===== src/hw/rtl/lge_pkg.sv =====
// lge_pkg: constants, types and codes shared by the lattice gas exchange block
// no dependencies; compiled first
package lge_pkg;

    // lattice size and derived widths
    localparam int SITES      = 1024;
    localparam int SITE_W     = $clog2(SITES);
    localparam int NBR_SLOTS  = 4;
    localparam int DIR_W      = $clog2(NBR_SLOTS);
    localparam int TBL_DEPTH  = SITES * NBR_SLOTS;
    localparam int TBL_AW     = SITE_W + DIR_W;

    // word fields
    localparam int MODE_W     = 2;
    localparam int VALUE_W    = 10;
    localparam int RND_W      = 32;
    localparam int DE_W       = 5;

    // threshold registers
    localparam int THR_COUNT  = 8;
    localparam int THR_W      = 32;
    localparam int THR_IW     = $clog2(THR_COUNT);
    localparam int CFG_AW     = THR_IW + 2;
    localparam int CFG_DW     = 32;

    // occupancy bits gathered for one exchange: a, b, a's four, b's four
    localparam int OCC_A      = 0;
    localparam int OCC_B      = 1;
    localparam int OCC_NA     = 2;
    localparam int OCC_NB     = OCC_NA + NBR_SLOTS;
    localparam int OCC_BITS   = OCC_NB + NBR_SLOTS;
    localparam int CNT_W      = $clog2(OCC_BITS + 1);

    typedef logic [MODE_W-1:0]                t_mode;
    typedef logic [SITE_W-1:0]                t_site;
    typedef logic [DIR_W-1:0]                 t_dir;
    typedef logic [VALUE_W-1:0]               t_value;
    typedef logic [RND_W-1:0]                 t_rnd;
    typedef logic signed [DE_W-1:0]           t_de;
    typedef logic [NBR_SLOTS-1:0][SITE_W-1:0] t_nbr_set;
    typedef logic [THR_COUNT-1:0][THR_W-1:0]  t_thr_arr;

    // item modes
    localparam t_mode MODE_NBR_WR   = 2'd0;
    localparam t_mode MODE_OCC_WR   = 2'd1;
    localparam t_mode MODE_EXCHANGE = 2'd2;
    localparam t_mode MODE_OCC_RD   = 2'd3;

    // threshold reset values, exp(-beta*J*k) in UQ0.32, rise 8 at the top
    localparam t_thr_arr THR_RESET = {
        32'd471140733,  32'd621052271,  32'd818659421,  32'd1079144893,
        32'd1422510349, 32'd1875126887, 32'd2471767578, 32'd3258243795
    };

    // neighbour table memory request
    typedef struct packed {
        logic               we;
        logic [TBL_AW-1:0]  waddr;
        t_site              wdata;
        logic [TBL_AW-1:0]  raddr;
    } t_tbl_req;

    // occupancy memory request
    typedef struct packed {
        logic  we;
        t_site waddr;
        logic  wdata;
        t_site raddr;
    } t_occ_req;

    // outcome of one proposal
    typedef struct packed {
        logic keep;
        t_de  de;
    } t_verdict;

endpackage


===== src/hw/rtl/lge_cfg_regs.sv =====
// lge_cfg_regs: APB-style register bank holding the eight acceptance thresholds
// depends on lge_pkg
module lge_cfg_regs (
    input  logic                    i_clk,
    input  logic                    i_rst_n,
    input  logic                    psel,
    input  logic                    penable,
    input  logic                    pwrite,
    input  logic [lge_pkg::CFG_AW-1:0] paddr,
    input  logic [lge_pkg::CFG_DW-1:0] pwdata,
    output logic [lge_pkg::CFG_DW-1:0] prdata,
    output logic                    pready,
    output lge_pkg::t_thr_arr       o_thr
);
    import lge_pkg::*;

    t_thr_arr           r_thr;
    logic [THR_IW-1:0]  w_idx;

    // word address selects the register
    assign w_idx = paddr[CFG_AW-1:2];

    // threshold registers, written in the access phase
    always_ff @(posedge i_clk) begin
        if (!i_rst_n) begin
            r_thr <= THR_RESET;
        end else if (psel && penable && pwrite) begin
            r_thr[w_idx] <= pwdata;
        end
    end

    assign prdata = r_thr[w_idx];
    assign pready = 1'b1;
    assign o_thr  = r_thr;
endmodule


===== config.mk =====
export PLATFORM = sky130hd
export DESIGN_NAME = lge_cfg_regs
export DESIGN_NICKNAME = d
export VERILOG_FILES = /design/src/hw/rtl/lge_pkg.sv /design/src/hw/rtl/lge_cfg_regs.sv
export SDC_FILE = /design/constraint.sdc
export NUM_CORES = 1
export LEC_CHECK = 0
export BUFFER_PORTS_ARGS = -buffer_cell sky130_fd_sc_hd__buf_4
export CORE_MARGIN = 2
export CORE_UTILIZATION = 25
export DETAILED_ROUTE_END_ITERATION = 10
export GPL_TIMING_DRIVEN = 0
export SYNTH_ARGS = -nofsm -noshare
export SYNTH_HDL_FRONTEND = slang
export SYNTH_SLANG_ARGS = --single-unit

===== constraint.sdc =====
create_clock -name i_clk -period 2.15 [get_ports i_clk]
set_input_delay 0.43 -clock i_clk [delete_from_list [all_inputs] [get_ports i_clk]]
set_output_delay 0.43 -clock i_clk [all_outputs]
set_load 0.02 [all_outputs]

Yosys cells after proc, flatten, opt, wreduce, memory -nomap -nowiden. Index checks and enable logic that the tools add are counted.

Magnitude comparators: 2. Muxes and demuxes: 5. Reductions and logical operators: 3.

Operators with widths (number): bitwise mux 256 bit (1); binary-select mux 32 bit (select 3 bit) (1); demux 32 bit (select 3 bit) (1); 2-to-1 mux 32 bit (2); < comparator 3 x 4 -> 1 bit, second input constant (1); greater-or-equal comparator 3 x 1 -> 1 bit, second input constant (1); logical AND 1 bit (3).

Bits in registers: 256. Input port bits: 42. Output and inout port bits: 289.

Logic depth before layout (Yosys ltp). Gate-level depths: netlist (run 1).

Word-level depth: 5. Depth in mapped cells: 7. Depth with buffers taken out: 3.

Worst setup path before layout (run 1). Ideal clock, no wire load.

Path type: input to output. Start point: input paddr[3] (netlist bit). End point: output prdata[11] (netlist bit). Data arrival time: 1.757 ns. Required time: 1.720 ns. Setup slack: -0.037 ns. Stages: 6. Cells stage by stage: buf_4 > buf_2 > buf_2 > nand3_1 > o211a_1 > o21ai_0.

Cells in the longest elaborated chain, start to end: 2.

Ends and longest elaborated chain: start, declared (RTL line lge_cfg_regs.sv:9) `input logic [lge_pkg::CFG_AW-1:0] paddr,`; binary-select mux 32 bit (select 3 bit) (RTL line lge_cfg_regs.sv:32) `assign prdata = r_thr[w_idx];`; 2-to-1 mux 32 bit (not written as such) (RTL line lge_cfg_regs.sv:32); end, declared (RTL line lge_cfg_regs.sv:11) `output logic [lge_pkg::CFG_DW-1:0] prdata,`.

No other way between the ends. The select of a mux whose other input is x is not followed.

Worst setup path in the final report (run 1).
Start point: input paddr[2] (netlist bit). End point: output prdata[18] (netlist bit).

Same word-level chain as after synthesis.

==> results of run 1 <==
## metal layers
layer | up-vias | wire, µm
li1 | 4768 | -
met1 | 5602 | 25590
met2 | 730 | 28770
met3 | 162 | 6527
met4 | 0 | 3140
met5 | - | 0
## logic make-up after synthesis
family	synth area share
buf+inv	0.06128
compound gates	0.1014
flops	0.4458
simple gates	0.1045
other cells	0.0003262
mux	0.2866
## worst max-delay path by stage
stage / from / end / slack [ns] / depth (start not counted)
5_1_grt: paddr[2] / prdata[30] / -0.15 / 6
3_3_place_gp: paddr[3] / prdata[13] / -0.88 / 7
2_1_floorplan: paddr[3] / prdata[10] / 0.04 / 5
6_report: paddr[2] / prdata[18] / -0.13 / 6
4_1_cts: o_thr[110]$_SDFFE_PN1P_ / prdata[14] / -0.15 / 3
3_5_place_dp: paddr[3] / prdata[13] / -0.88 / 7
## power groups by stage
stage | logic (µW) | registers [µW] | clock network (µW)
5_1_grt | 1470 | 4830 | 5740
4_1_cts | 1410 | 4830 | 5540
3_3_place_gp | 1280 | 4940 | 0
2_1_floorplan | 632 | 4980 | 0
3_5_place_dp | 1290 | 4950 | 0
6_report | 1420 | 4830 | 5500
## worst min-delay path, delay by kind of cell
kind          cells  cell delay (ns)
simple gates      2             0.13
buf+inv           1             0.10
## layout make-up
type | count | area [µm²] | share of cell area
multi-input cells | 696 | 5682 | 0.3437
flip-flops and latches | 256 | 5288 | 0.3199
repair buffers | 367 | 2903 | 0.1756
clock buffers | 40 | 889.6 | 0.05381
well taps | 600 | 750.7 | 0.04541
plain buffers | 102 | 663.1 | 0.04011
clock inverters | 16 | 177.7 | 0.01075
inverters | 46 | 172.7 | 0.01045
diodes | 2 | 5.005 | 0.0003028
## placed cells by master, fill, tap and decap left out, types with 5 or more instances in the layout
master     count
buf_4        340
nand2_1      177
dfxtp_1      156
mux2i_1      142
o211ai_1      87
o21ai_0       85
dfxtp_2       85
nand3_1       72
mux4_2        62
clkbuf_1      51
inv_1         46
buf_6         36
mux2_4        31
clkbuf_16     31
buf_2         22
dfxtp_4       15
clkbuf_8       8
nand2b_1       7
buf_8          7
buf_1          6
clkinv_2       6
a21oi_1        5
a31oi_1        5
buf_12         5
## timing repair
item / CTS / global route
buffers inserted: 34 / 8
resized for setup: 151 / 46
gates cloned: 2 / 0
pin swaps: 0 / 1
setup endpoints to repair: 32 / 32
## per-stage QoR
step,total power (µW),instances,utilization
finish,11750,2125,0.3643
floorplan,5613,1101,-
detailed placement,6235,2026,0.3236
global placement,6224,2026,0.3236
CTS,11770,2117,0.3623
global route,12040,2125,0.3643
==> metrics.csv, run 1 <==
stage,metric,value,unit
clock_network,hold-fix buffers at CTS,0,
clock_network,Skew-Pair Late Insertion Delay,0.58,ns
critical_path,flop-to-flop setup slack,1.24,ns
critical_path,Reg-to-Reg End,o_thr[70]$_SDFFE_PN1P_,
critical_path,Max stage delay on crit path,0.55,ns
global_routing,met3 GRT Util,0.07279,
floorplan,number of cell rows,78,
detailed_routing,post-DR wirelength/cell,30.13,µm
final_layout,Final Net Count,1542,
clock_network,TritonCTS clock tree,yes,
placed_design,IO Port Bufs,325,
clock_network,CTS sink count,256,
worst_hold_path,hold path depth,3,
pwr,sw power,3158,µW
placed_design,Post-DP HPWL,44450,µm
critical_path,Worst R2R Start,o_thr[70]$_SDFFE_PN1P_,
clock_network,CTS H-tree lvls,1,
run_status,run status,"complete, but fails checks",
sta,maximum clock frequency,0.4387,GHz
critical_path,Crit Path Class,in -> out,
detailed_routing,ANT nets after route,0,
yosys,sequential area share after synthesis,0.4458,
yosys,Post-synth ARST share,0,
floorplan,# IOs,331,
job,max_cap viols,0,
yosys,Synth top area share,0.4458,
final_layout,Area Overhead vs Synth,43.81,%
final_layout,share of cells above drive strength 1,0.4419,
sta,Final Max Slew Viols,0,
clock_network,Max Buffers Root-to-Sink,3,
detailed_routing,routed wire length,64030,µm
worst_hold_path,Hold EP,o_thr[183]$_SDFFE_PN1P_,
yosys,most frequent cell after synthesis,dfxtp_1,
floorplan,Die H,218.4,µm
yosys,Post-synth EDFFs,0,
sta,setup TNS,-2.836,ns
detailed_routing,Via Count,11260,
pwr,Internal,8591,µW
floorplan,Initial Util,0.2533,
sta,final setup fails,31,
yosys,Mapped Area,0.01149,mm²
sta,Layout Skew,0,ns
pwr,LEAKAGE,0.007386,µW
floorplan,core area,0.04538,mm²
clock_network,clk slew on worst S/H paths,0.06,ns
final_layout,final instance area,0.01653,mm²
pwr,Clk network pwr share,0.468,
clock_network,CTS Buf Count,31,
sta,relative slew slack,0.07959,
global_routing,GRT Residual Overflow,0,
yosys,Post-Syn Nets,1143,
pwr,Seq pwr share,0.411,
critical_path,Worst setup EP type,output port,
global_routing,vias in the first global route,11010,
run_status,failing checks,setup timing,
pwr,Comb pwr share,0.121,
yosys,leading area contributor after synthesis,dfxtp_1,
floorplan,die area,0.04771,mm²
sta,Min Hold Slack,0.1149,ns
sta,Setup WS post-layout,-0.1294,ns
final_layout,max reg flops,256,
detailed_routing,Starting DRT DRC Count,1103,
detailed_routing,DR vias/cell,5.300,
clock_network,CTS root buf,clkbuf_16,
detailed_routing,drt first pass iters,6,
yosys,Synth Warn #,0,
critical_path,CP max FO,8,
placed_design,GP Congestion,0.8873,
yosys,Post-synth top cells,"dfxtp_1 (256), nand2_1 (177), mux2i_1 (142)",
sta,Hold Fails Final Rpt,0,
detailed_routing,DRC Markers,0,
pwr,pwr dens,710.7,mW/mm²
yosys,ranking of synthesized cells by area,"dfxtp_1 (45%), mux2i_1 (12%), mux4_2 (12%)",
critical_path,CP max-delay cell,mux4_2,
critical_path,r2r worst-path depth,3,
yosys,cell count after synthesis,1101,
critical_path,family with the most delay on the worst path,multiplexers,
worst_hold_path,class of the worst hold path,in -> reg,
sta,Least-Margin Pin Slew,1.381,ns
global_routing,GRT Util Overall,0.2615,
global_routing,Most Crowded Layer GR,met2,
critical_path,crit path DAT,1.85,ns
critical_path,crit path cell chain,buf_8 -> buf_12 -> buf_16 -> mux4_2 -> mux2_4 -> buf_6,
sta,RSZ-0062 raised after global routing,true,
pwr,VDD IR-drop max,0.5609,mV
critical_path,Critical path buffers and inverters,4,
placed_design,pre-CTS setup slack,-0.8757,ns
placed_design,placed standard-cell area,0.01469,mm²
critical_path,CP startpoint kind,primary input,
floorplan,die extent in x,218.4,µm
worst_hold_path,hold wc startpoint,pwdata[23],
final_layout,fillcell total,4537,
yosys,Unique masters post-synth,36,
global_routing,first-pass GRT wire length,86900,µm
pwr,Switching Fraction,0.2688,
yosys,"Primary FF master, synth",dfxtp_1,
global_routing,largest net degree at the start of global routing,16,
global_routing,initial antenna violation count,2,
sta,crit share post-route,1.060,
sta,minimum clock period,2.279,ns
global_routing,GR met1 Demand/Resource,0.3363,
global_routing,Global Route met2 Usage,0.4123,
yosys,Avg Inst Size Synth,10.44,µm²
critical_path,Critical Path RT,1.72,ns
yosys,#FFs+latches synth,256,
Note: power is estimated with default switching activity, not from simulation.
==> run 2: changes to the inputs <==
--- a/config.mk
+++ b/config.mk
@@ -7,9 +7,11 @@
 export LEC_CHECK = 0
 export BUFFER_PORTS_ARGS = -buffer_cell sky130_fd_sc_hd__buf_4
 export CORE_MARGIN = 2
-export CORE_UTILIZATION = 25
+export CORE_UTILIZATION = 47
+export CTS_CLUSTER_SIZE = 25
 export DETAILED_ROUTE_END_ITERATION = 10
 export GPL_TIMING_DRIVEN = 0
+export PLACE_DENSITY = 0.76
 export SYNTH_ARGS = -nofsm -noshare
 export SYNTH_HDL_FRONTEND = slang
 export SYNTH_SLANG_ARGS = --single-unit
==> metrics.csv, run 2 (synthesis gave the netlist of run 1 again) <==
stage,metric,value,unit
floorplan,die extent in x,160.4,µm
placed_design,IO Port Bufs,325,
final_layout,Final Net Count,1516,
final_layout,most frequent cells in the layout,"buf_4 (315), dfxtp_1 (199), nand2_1 (177), mux2i_1 (142), o211ai_1 (87)",
global_routing,vias in the first global route,10860,
sta,Least-Margin Pin Slew,1.174,ns
floorplan,Die H,160.4,µm
run_status,run status,"complete, but fails checks",
clock_network,CTS root buf,clkbuf_16,
clock_network,CTS Buf Count,27,
pwr,VDD IR-drop max,0.4868,mV
clock_network,CTS sink count,256,
job,max_cap viols,0,
final_layout,max reg flops,256,
placed_design,GP Congestion,0.9790,
sta,crit share post-route,1.045,
pwr,Seq pwr share,0.445,
critical_path,Worst setup EP type,output port,
pwr,Internal,8050,µW
detailed_routing,DR vias/cell,6.274,
detailed_routing,routed wire length,50800,µm
sta,Setup WS post-layout,-0.09727,ns
detailed_routing,ANT nets after route,0,
floorplan,# IOs,331,
final_layout,Finished Core Util,0.6527,
critical_path,Reg-to-Reg End,o_thr[33]$_SDFFE_PN1P_,
critical_path,CP startpoint kind,flip-flop,
clock_network,Max Buffers Root-to-Sink,3,
critical_path,Worst R2R Start,o_thr[33]$_SDFFE_PN1P_,
clock_network,clk slew on worst S/H paths,0.06,ns
sta,relative slew slack,0.2174,
sta,minimum clock period,2.247,ns
critical_path,Crit Path Class,reg -> out,
critical_path,CP startpoint,o_thr[240]$_SDFFE_PN1P_,
critical_path,flop-to-flop setup slack,1.32,ns
final_layout,Area Overhead vs Synth,37.29,%
sta,Layout Skew,0,ns
clock_network,Skew-Pair Late Insertion Delay,0.52,ns
sta,Final Max Slew Viols,0,
detailed_routing,drt first pass iters,6,
detailed_routing,DRC Markers,0,
global_routing,largest net degree at the start of global routing,14,
pwr,Clk network pwr share,0.430,
floorplan,Initial Util,0.4754,
pwr,sw power,2813,µW
global_routing,first-pass GRT wire length,71370,µm
global_routing,initial antenna violation count,0,
sta,maximum clock frequency,0.4450,GHz
final_layout,share of cells above drive strength 1,0.3975,
pwr,Comb pwr share,0.125,
detailed_routing,Starting DRT DRC Count,1546,
run_status,failing checks,setup timing,
floorplan,die area,0.02572,mm²
detailed_routing,post-DR wirelength/cell,27.98,µm
critical_path,Worst setup endpoint,prdata[16],
pwr,Switching Fraction,0.2590,
sta,RSZ-0062 raised after global routing,true,
critical_path,r2r worst-path depth,3,
detailed_routing,Via Count,11390,
floorplan,core area,0.02418,mm²
placed_design,Post-DP HPWL,34900,µm
critical_path,crit path DAT,1.82,ns
worst_hold_path,class of the worst hold path,in -> reg,
floorplan,number of cell rows,57,
clock_network,CTS H-tree lvls,1,
sta,Hold Fails Final Rpt,0,
global_routing,GRT Util Overall,0.3749,
sta,Min Hold Slack,0.1590,ns
pwr,pwr dens,688.3,mW/mm²
global_routing,GRT Residual Overflow,0,
critical_path,Critical Path RT,1.72,ns
pwr,LEAKAGE,0.007207,µW
final_layout,"commonest non-fill, non-tap cell in the layout",buf_4,
final_layout,n_diodes,0,
sta,final setup fails,31,
worst_hold_path,hold wc startpoint,pwdata[12],
critical_path,CP max FO,3,
clock_network,TritonCTS clock tree,yes,
run 2: layout make-up:
class | count | area, µm²
inverter | 46 | 172.7
tap | 324 | 405.4
multi-input combinational | 696 | 5658
buffer | 102 | 678.2
sequential | 256 | 5204
clock buffer | 36 | 759.5
timing repair buffer | 345 | 2790
fill | 1943 | 8396
clock inverter | 11 | 113.9
run 2: worst max-delay path, cell delays in order (launching register included):
cell	delay [ns]
dfxtp_2	0.34
mux4_2	0.52
mux2_4	0.29
buf_6	0.13
run 2: worst min path at each step:
stage	depth (start not counted)	slack [ns]	end
4_1_cts	3	0.16	o_thr[140]$_SDFFE_PN1P_
3_3_place_gp	2	0.46	o_thr[55]$_SDFFE_PN0P_
3_5_place_dp	2	0.46	o_thr[55]$_SDFFE_PN0P_
5_1_grt	3	0.17	o_thr[140]$_SDFFE_PN1P_
2_1_floorplan	2	0.54	o_thr[95]$_SDFFE_PN0P_
6_report	3	0.16	o_thr[140]$_SDFFE_PN1P_
run 2: stage by stage:
| stage | setup WS, ns | cells | TNS, ns | total power (µW) | cell area (µm²) |
|---|---|---|---|---|---|
| floorplan | 0.03593 | 1101 | 0 | 5613 | 11490 |
| global placement | -0.6768 | 1750 | -24.34 | 6129 | 14340 |
| detailed placement | -0.6608 | 1750 | -26.02 | 6144 | 14340 |
| CTS | -0.1106 | 1806 | -2.621 | 10730 | 15470 |
| global route | -0.09053 | 1816 | -1.832 | 11070 | 15780 |
| finish | -0.09727 | 1816 | -1.471 | 10860 | 15780 |
run 2: power groups by stage:
stage                     combinational (µW)  clock (µW)  sequential (µW)
after global routing                    1380        4850             4840
final                                   1360        4670             4840
after floorplan                          632           0             4980
after CTS                               1260        4630             4840
after global placement                  1190           0             4940
after detailed placement                1200           0             4940
run 2: metal layers:
layer / vias to the layer above / wire (µm) / GRT usage / share of wire
met1: 5475 / 18790 / 0.4904 / 0.37
met2: 1020 / 22650 / 0.5862 / 0.45
met3: 199 / 6361 / 0.08368 / 0.13
met4: 0 / 3006 / 0.1921 / 0.059
met5: - / 0 / 0 / 0
li1: 4700 / - / - / -
run 2: what timing repair did:
| action | CTS | global route |
|---|---|---|
| hold endpoints to repair | 0 | 0 |
| hold buffers | 0 | 0 |
| setup buffers | 9 | 7 |
| setup endpoints to repair | 32 | 31 |
| cloned | 1 | 3 |
| gates resized for setup | 56 | 82 |
==> run 3: changes to the inputs <==
--- a/config.mk
+++ b/config.mk
@@ -6,8 +6,9 @@
 export NUM_CORES = 1
 export LEC_CHECK = 0
 export BUFFER_PORTS_ARGS = -buffer_cell sky130_fd_sc_hd__buf_4
-export CORE_MARGIN = 2
+export CORE_MARGIN = 5
 export CORE_UTILIZATION = 47
+export CTS_BUF_LIST = sky130_fd_sc_hd__clkbuf_8 sky130_fd_sc_hd__clkbuf_16
 export CTS_CLUSTER_SIZE = 25
 export DETAILED_ROUTE_END_ITERATION = 10
 export GPL_TIMING_DRIVEN = 0
==> metrics.csv, run 3 (synthesis gave the netlist of run 1 again) <==
stage,metric,value,unit
run_status,run status,"complete, but fails checks",
run_status,failing checks,setup timing,
critical_path,CP max-delay cell,mux4_1,
placed_design,pre-CTS setup slack,-0.6972,ns
detailed_routing,post-DR wirelength/cell,29.05,µm
sta,RSZ-0062 raised after global routing,true,
critical_path,Critical Path RT,1.72,ns
floorplan,number of cell rows,57,
floorplan,Initial Util,0.4754,
sta,Layout Skew,0,ns
clock_network,CTS sink count,256,
detailed_routing,Via Count,11500,
floorplan,die extent in x,166.4,µm
pwr,Pwr Total,11100,µW
pwr,Seq pwr share,0.435,
critical_path,most frequent CP cell,buf_4,
global_routing,GRT Util Overall,0.3591,
critical_path,CP max FO,7,
placed_design,IO Port Bufs,325,
sta,Final Max Slew Viols,0,
critical_path,Worst setup EP type,output port,
placed_design,Post-DP HPWL,36250,µm
detailed_routing,Starting DRT DRC Count,1426,
placed_design,placed standard-cell area,0.01434,mm²
pwr,Clk network pwr share,0.445,
sta,maximum clock frequency,0.4391,GHz
pwr,Internal,8281,µW
critical_path,Critical path buffers and inverters,4,
final_layout,n_diodes,0,
detailed_routing,DRC Markers,0,
placed_design,GP Congestion,0.9644,
clock_network,TritonCTS clock tree,yes,
worst_hold_path,hold wc startpoint,pwdata[17],
final_layout,"commonest non-fill, non-tap cell in the layout",buf_4,
final_layout,Area Overhead vs Synth,36.42,%
global_routing,GRT Residual Overflow,0,
critical_path,crit path cell chain,buf_8 -> buf_12 -> buf_4 -> mux4_1 -> mux2_4 -> buf_4,
global_routing,largest net degree at the start of global routing,14,
critical_path,family with the most delay on the worst path,multiplexers,
floorplan,Die H,166.4,µm
critical_path,crit path DAT,1.85,ns
final_layout,Finished Core Util,0.6486,
sta,relative slew slack,0.1900,
final_layout,max reg flops,256,
worst_hold_path,Hold EP,o_thr[177]$_SDFFE_PN1P_,
detailed_routing,routed wire length,52690,µm
final_layout,fillcell total,1943,
clock_network,CTS H-tree lvls,1,
sta,minimum clock period,2.277,ns
critical_path,Crit Path Class,in -> out,
final_layout,Final Net Count,1513,
critical_path,Reg-to-Reg End,o_thr[73]$_SDFFE_PN1P_,
clock_network,Max Buffers Root-to-Sink,3,
final_layout,most frequent cells in the layout,"buf_4 (328), dfxtp_1 (231), nand2_1 (177), mux2i_1 (142), o211ai_1 (87)",
pwr,pwr dens,708.1,mW/mm²
detailed_routing,ANT nets after route,0,
floorplan,# IOs,331,
clock_network,CTS root buf,clkbuf_16,
pwr,VDD IR-drop max,0.4843,mV
critical_path,Max stage delay on crit path,0.55,ns
sta,Min Hold Slack,0.1538,ns
final_layout,final instance area,0.01568,mm²
clock_network,clk slew on worst S/H paths,0.06,ns
pwr,sw power,2824,µW
sta,Hold Fails Final Rpt,0,
pwr,Switching Fraction,0.2543,
sta,Least-Margin Pin Slew,1.215,ns
detailed_routing,DR vias/cell,6.338,
final_layout,share of cells above drive strength 1,0.3772,
sta,Setup WS post-layout,-0.1272,ns
critical_path,r2r worst-path depth,3,
global_routing,first-pass GRT wire length,75330,µm
job,max_cap viols,0,
global_routing,vias in the first global route,11390,
sta,crit share post-route,1.059,
critical_path,flop-to-flop setup slack,1.30,ns
clock_network,CTS Buf Count,27,
worst_hold_path,hold path depth,3,
global_routing,initial antenna violation count,1,
pwr,LEAKAGE,0.007196,µW
critical_path,CP startpoint kind,primary input,
detailed_routing,drt first pass iters,5,
critical_path,Worst R2R Start,o_thr[73]$_SDFFE_PN1P_,
floorplan,die area,0.02768,mm²
sta,final setup fails,32,
floorplan,core area,0.02418,mm²
clock_network,Skew-Pair Late Insertion Delay,0.52,ns
pwr,Comb pwr share,0.119,
worst_hold_path,class of the worst hold path,in -> reg,
-- run 3: cell types whose count changed in the layout (fill, tap and decap cells not counted), moves of 4 or more --
cell,change
clkbuf_1,-4
clkbuf_8,+8
buf_4,+13
buf_6,-11
dfxtp_1,+32
dfxtp_2,-31
-- run 3: worst max path at each step --
stage	start	cells past startpoint	slack, ns	to
after floorplan	paddr[3]	5	0.04	prdata[10]
after global placement	paddr[3]	7	-0.68	prdata[17]
after detailed placement	paddr[3]	7	-0.70	prdata[29]
after CTS	paddr[2]	6	-0.11	prdata[31]
after global routing	paddr[2]	6	-0.14	prdata[21]
final	paddr[2]	6	-0.13	prdata[31]
-- run 3: what timing repair did --
item,in CTS,in global routing
gates resized for setup,74,15
buffers inserted,14,2
endpoints found under the hold margin,0,0
setup endpoints to repair,32,31
pin swaps,0,0
cloned,1,0
hold buffers,0,0
-- run 3: power groups by stage --
stage / clock network [µW] / registers, µW / logic, µW
detailed placement: 0 / 4940 / 1210
global placement: 0 / 4940 / 1200
finish: 4940 / 4830 / 1330
floorplan: 0 / 4980 / 632
CTS: 4910 / 4830 / 1280
global route: 5100 / 4840 / 1360
-- run 3: worst register-to-register path: stages, from the launching register on --
cell	delay [ns]
dfxtp_4	0.36
buf_4	0.15
o21ai_0	0.10
nand3_1	0.10
-- run 3: final cells by class --
type | count | area (µm²) | area share
buffer | 102 | 649.4 | 0.04141
clock buffer | 40 | 854.6 | 0.05450
clock inverter | 8 | 95.09 | 0.006064
inverter | 46 | 172.7 | 0.01101
multi-input combinational | 696 | 5665 | 0.3613
sequential | 256 | 5161 | 0.3291
tap | 324 | 405.4 | 0.02585
timing repair buffer | 342 | 2678 | 0.1707
-- run 3: stage by stage --
step	instances	setup TNS, ns
final	1814	-2.299
after global routing	1814	-3.213
after floorplan	1101	0
after global placement	1750	-26.51
after detailed placement	1750	-29.04
after CTS	1812	-2.173
-- run 3: per-layer routing --
layer  global-route usage  share of wire  wire (µm)  vias to the layer above
met5                    0        0.00025         13                        -
met3               0.1038           0.12       6485                      237
met1               0.4541           0.37      19340                     5609
met4               0.1893          0.069       3639                        2
li1                     -              -          -                     4692
met2               0.5588           0.44      23210                      957
